**config.mk**
```make
export PLATFORM = sky130hd
export DESIGN_NAME = kbp_cell
export DESIGN_NICKNAME = d
export VERILOG_FILES = /design/src/hw/rtl/kbp_pkg.sv /design/src/hw/rtl/kbp_cell.sv
export SDC_FILE = /design/constraint.sdc
export NUM_CORES = 1
export LEC_CHECK = 0
export BUFFER_PORTS_ARGS = -buffer_cell sky130_fd_sc_hd__buf_2
export CAP_MARGIN = 5
export CORE_AREA = 4 4 127 129
export DETAILED_ROUTE_END_ITERATION = 6
export DIE_AREA = 0 0 131 133
export PLACE_DENSITY = 0.66
export SLEW_MARGIN = 10
export SYNTH_ARGS = -nofsm -noshare
export SYNTH_HDL_FRONTEND = slang
export SYNTH_SLANG_ARGS = --single-unit
```
**constraint.sdc**
```tcl
create_clock -name clk -period 9.4 [get_ports clk]
set_clock_uncertainty 0.1 [all_clocks]
set_input_delay 0.47 -clock clk [delete_from_list [all_inputs] [get_ports clk]]
set_output_delay 0.47 -clock clk [all_outputs]
set_load 0.02 [all_outputs]
```
**src/hw/rtl/kbp_pkg.sv**
```systemverilog
`timescale 1ns / 1ps
`default_nettype none

package kbp_pkg;

    // pool size default
    localparam int DEFAULT_CAPACITY = 30;

    // field widths
    localparam int DIM_W    = 16;
    localparam int HANDLE_W = 32;
    localparam int STATUS_W = 2;

    // opcodes
    localparam logic OP_ACQUIRE = 1'b0;
    localparam logic OP_RELEASE = 1'b1;

    // result status codes
    localparam logic [STATUS_W-1:0] ST_HIT    = 2'd0;
    localparam logic [STATUS_W-1:0] ST_MISS   = 2'd1;
    localparam logic [STATUS_W-1:0] ST_STORED = 2'd2;
    localparam logic [STATUS_W-1:0] ST_EVICT  = 2'd3;

    // input transaction
    typedef struct packed {
        logic                opcode;
        logic [DIM_W-1:0]    req_width;
        logic [DIM_W-1:0]    req_height;
        logic [HANDLE_W-1:0] in_texture;
        logic [HANDLE_W-1:0] in_target;
    } in_item_t;

    // output transaction
    typedef struct packed {
        logic [STATUS_W-1:0] status;
        logic [HANDLE_W-1:0] out_texture;
        logic [HANDLE_W-1:0] out_target;
    } out_item_t;

    // one pool entry
    typedef struct packed {
        logic [DIM_W-1:0]    width;
        logic [DIM_W-1:0]    height;
        logic [HANDLE_W-1:0] texture;
        logic [HANDLE_W-1:0] target;
    } entry_t;

    // per-cell update control
    typedef struct packed {
        logic upd;
        logic acquire;
        logic full;
        logic load_here;
    } cell_ctrl_t;

endpackage

`default_nettype wire

```
**src/hw/rtl/kbp_cell.sv**
```systemverilog
`timescale 1ns / 1ps
`default_nettype none

module kbp_cell
    import kbp_pkg::*;
(
    input  wire logic             clk,
    input  wire logic             rst_n,
    input  wire logic             cmp_en,
    input  wire logic [DIM_W-1:0] key_width,
    input  wire logic [DIM_W-1:0] key_height,
    input  wire logic             occupied,
    input  wire logic             hit_in,
    input  wire entry_t           next_entry,
    input  wire entry_t           new_entry,
    input  wire cell_ctrl_t       ctrl,
    output logic                  hit_out,
    output logic                  sel,
    output entry_t                entry
);

    logic   match_reg;
    logic   match_next;
    entry_t entry_reg;
    entry_t entry_next;
    logic   shift;
    logic   load;

    // key compare, captured when the transaction is accepted
    always_comb
    begin
        match_next = match_reg;
        if (cmp_en)
        begin
            match_next = occupied && (entry_reg.width == key_width)
                         && (entry_reg.height == key_height);
        end
    end

    // first match in the chain owns the result
    assign hit_out = hit_in | match_reg;
    assign sel     = match_reg & ~hit_in;

    // shift from younger neighbor or load the released entry
    assign shift = ctrl.upd & (ctrl.acquire ? hit_out : ctrl.full);
    assign load  = ctrl.upd & ~ctrl.acquire & ctrl.load_here;

    always_comb
    begin
        entry_next = entry_reg;
        if (shift)
        begin
            entry_next = next_entry;
        end
        else if (load)
        begin
            entry_next = new_entry;
        end
    end

    // match flag
    always_ff @(posedge clk or negedge rst_n)
    begin
        if (!rst_n)
        begin
            match_reg <= 1'b0;
        end
        else
        begin
            match_reg <= match_next;
        end
    end

    // entry payload
    always_ff @(posedge clk)
    begin
        entry_reg <= entry_next;
    end

    assign entry = entry_reg;

endmodule

`default_nettype wire

```
# Word-level counts from Yosys, hierarchy flattened
# Cells that the tools add are included.
[classes]
n_eq_ne = 2
mux = 3
bitwise = 7
reduce_logical = 3
[ops]
columns = ["cell", "count"]
rows = [
  ["96-bit two-way mux", 2],
  ["16-bit equality test", 2],
  ["1-bit bitwise AND", 4],
  ["1-bit logical AND", 2],
  ["1-bit NOT", 2],
  ["2-bit nonzero test", 1],
  ["1-bit two-way mux", 1],
  ["1-bit bitwise OR", 1],
]
[totals]
reg_bits = 97
out_inout_bits = 98
elab_cells = 20

# Longest topological paths before layout
[depth]
depth_word = 5
ltp_mapped = 7
depth_no_buf = 5

# Worst setup path after synthesis
# No wires, ideal clock.
[synth_timing]
kind = "input-to-reg"
startpoint = "input ctrl[0] (netlist name)"
endpoint = "register entry_reg (netlist bit entry[0]), enable pin"
setup_time_ns = 0.571
arrival_time_ns = 4.946
required_ns = 8.729
setup_slack_ns = 3.783
cell_stages = 2
path_buffers = 0
cell_sequence = "nand2_1 o21bai_1"
[synth_between]
elab_chain_cells = 2
[synth_lines]
columns = ["item", "line", "text"]
rows = [
  ["start: declaration", "kbp_cell.sv:16", "input wire cell_ctrl_t ctrl,"],
  ["1-bit bitwise AND", "kbp_cell.sv:46", "assign load = ctrl.upd & ~ctrl.acquire & ctrl.load_here;"],
  ["2-bit nonzero test (no source line)", "-", ""],
  ["end signal: assignment", "kbp_cell.sv:77", "entry_reg <= entry_next;"],
  ["end: declaration", "kbp_cell.sv:24", "entry_t entry_reg;"],
]
# No other way between the ends.
# A chain may end at the register's enable or synchronous reset.

# Worst setup path in the final report
[layout_timing]
startpoint = "register match_reg"
endpoint = "register entry_reg (netlist bit entry[88]), enable pin"
[layout_between]
elab_chain_cells = 4
[layout_lines]
columns = ["item", "line", "text"]
rows = [
  ["start: declaration", "kbp_cell.sv:22", "logic match_reg;"],
  ["start signal: assignment", "kbp_cell.sv:70", "match_reg <= match_next;"],
  ["1-bit bitwise OR", "kbp_cell.sv:41", "assign hit_out = hit_in | match_reg;"],
  ["1-bit two-way mux", "kbp_cell.sv:45", "assign shift = ctrl.upd & (ctrl.acquire ? hit_out : ctrl.full);"],
  ["1-bit bitwise AND", "kbp_cell.sv:45", ""],
  ["2-bit nonzero test (no source line)", "-", ""],
]
# No other way between the ends.

==> flow_summary.json <==
{
  "outcome": "finished, final reports clean",
  "wl_um": 13330,
  "antenna_found_initial": 0,
  "crit_arrival_ns": 2.81,
  "period_needed_ns": 2.963,
  "place_hpwl_um": 10770,
  "pin_count": 331,
  "total_power_mw": 1.123,
  "intPower_mw": 0.8349,
  "ys_seq_area_share_pct": 63.39,
  "die-area_sq_um": 17420,
  "ys_ff_latch": 97,
  "die_w_um": 131,
  "powerDensity_nw_per_um2": 166.7,
  "maxCapViolations": 0,
  "initial_core_util_pct": 30.51,
  "cts_max_level": 3,
  "path_max_fanout": 96,
  "crit_type": "reg -> reg",
  "cts_made_buffers": 9,
  "wire_per_inst_um": 17.04,
  "die_y_um": 133,
  "detail-route-antenna-nets": 0,
  "final_core_util_pct": 44.84,
  "period_share_pct": 31.52,
  "slew_headroom_pct": 17.05,
  "via_count": 3462,
  "finalSetupViolCount": 0,
  "vdd_ir_drop_max_uv": 82.64,
  "insertion_delay_ns": 0.34,
  "max_freq_mhz": 337.5,
  "worstPathRequired_ns": 9.25,
  "cts.sinks": 97,
  "setup_tns_ns": 0,
  "grt-ovfl-total": 0,
  "p_comb_share_pct": 19.3,
  "switching_share_pct": 25.68,
  "gp_congestion": 0.8003,
  "syn2layout_area_growth_pct": 46.94,
  "avgSynthCellArea_sq_um": 17.99,
  "final_common_cell": "buf_2",
  "clk_path_buf_depth": 2,
  "core_area_sq_um": 15030,
  "clkPwrFrac_pct": 33.1,
  "postCtsSetupBuffers": 0,
  "drv_slew": 0,
  "viasPerCell": 4.427,
  "nNetsFinal": 822,
  "synthCells": 255,
  "grt_max_degree": 97,
  "hold_violations": 0,
  "tritoncts": "yes",
  "io_buffers": 330,
  "drt_drc_violations_left": 0,
  "largest_reg_flops": 96,
  "dr.pass1.iters": 4,
  "worstMarginPinSlew_ns": 1.244,
  "seqPwrFrac_pct": 47.7,
  "drive_gt1_share_pct": 75.42,
  "netlist_area_sq_um": 4587,
  "synth_nets": 488,
  "layout_common_cells": "buf_2, edfxtp_1, mux2_2",
  "rows": 45,
  "grt.total_usage_pct": 14.24,
  "p_sw_mw": 0.2884,
  "critPathCaptureType": "flop",
  "grt_pass1_wl_um": 18490,
  "drtIter0Drc": 83,
  "clkTransAtPathRegs_ns": 0.07,
  "synth_cell_types": 20,
  "cts_root_buf": "clkbuf_16",
  "diodes": 0,
  "grt_pass1_vias": 3595,
  "leakage_nw": 3.003,
  "ys_warn_count": 0,
  "hold_path_class": "in -> reg",
  "start_kind": "flop",
  "rsz0062_at_grt": "no"
}
routing by layer:
layer / global-route usage, % / up-vias / wire, um
met5: 0 / - / 0
li1: - / 1655 / -
met3: 5.289 / 8 / 1343
met1: 14.23 / 1605 / 4790
met2: 26.83 / 194 / 7058
met4: 4.171 / 0 / 134
final timing paths:
path	slack (ns)	start	cells after the start	end
max in group asynchronous	8.79	rst_n	2	match_reg
min	0.23	cmp_en	2	match_reg
min in group asynchronous	0.33	rst_n	2	match_reg
max	6.44	match_reg	6	entry[88]
min reg2reg	0.48	match_reg	2	match_reg
max reg2reg	6.44	match_reg	6	entry[88]
cell type report:
| class | instances | area, sq um |
|---|---|---|
| clock buffer | 9 | 225.2 |
| tap | 188 | 235.2 |
| timing repair buffer | 334 | 1684 |
| fill | 1385 | 8293 |
| inverter | 1 | 3.754 |
| clock inverter | 7 | 76.32 |
| multi-input combinational | 146 | 1608 |
| sequential | 97 | 2908 |
synthesized netlist by cell type:
cell type / count / area, sq um
edfxtp_1: 96 / 2883
mux2_2: 67 / 754.5
mux2_4: 29 / 435.4
xor2_1: 20 / 175.2
xnor2_1: 12 / 105.1
buf_2: 6 / 30.03
buf_6: 5 / 56.30
nor4_1: 5 / 31.28
nand4_1: 4 / 25.02
dfrtp_1: 1 / 25.02
inv_1: 1 / 3.750
mux2i_1: 1 / 10.01
nand2_1: 1 / 3.750
nand3_1: 1 / 5.000
nor2_1: 1 / 3.750
nor2b_1: 1 / 6.260
o21bai_1: 1 / 7.510
o22ai_2: 1 / 12.51
or2_1: 1 / 6.260
or4_1: 1 / 7.510
metrics by stage:
| step | instance area (sq um) | std cells | hold WS, ns | setup WS, ns |
|---|---|---|---|---|
| after floorplan | 4587 | 255 | 0.07441 | 3.783 |
| after global placement | 6429 | 765 | 0.1468 | 6.321 |
| after detailed placement | 6429 | 765 | 0.1451 | 6.206 |
| after CTS | 6740 | 782 | 0.2148 | 6.421 |
| after global routing | 6740 | 782 | 0.2253 | 6.281 |
| final | 6740 | 782 | 0.2322 | 6.437 |
worst max-delay path: stages (launching register included):
cell	delay (ns)
dfrtp_1	0.34
or2_1	0.15
mux2i_1	0.12
nor2b_4	0.11
buf_4	0.49
o21bai_4	0.23
buf_4	0.87
power by group through the flow:
stage / clock [mW] / combinational (mW) / sequential, mW
3_3_place_gp: 0 / 0.214 / 0.544
2_1_floorplan: 0 / 0.0805 / 0.589
6_report: 0.372 / 0.216 / 0.535
3_5_place_dp: 0 / 0.219 / 0.546
4_1_cts: 0.386 / 0.221 / 0.536
5_1_grt: 0.404 / 0.233 / 0.539
cells by family (layout without fill, tap and decap cells):
logic type | after synthesis | in the layout | share of synthesized area, %
XOR/XNOR | 32 | 32 | 6.110
multiplexers | 97 | 97 | 26.16
flip-flops | 97 | 97 | 63.39
buffers and inverters | 12 | 351 | 1.964
AND/OR/NAND/NOR | 15 | 15 | 1.937
AO/OA/AOI/OAI | 2 | 2 | 0.4365
repair_timing:
item                                   4_1_cts  5_1_grt
hold buffers                                 1        0
endpoints found under the hold margin        1        0
resized for setup                            0        0
(Power assumes the default switching activity.)
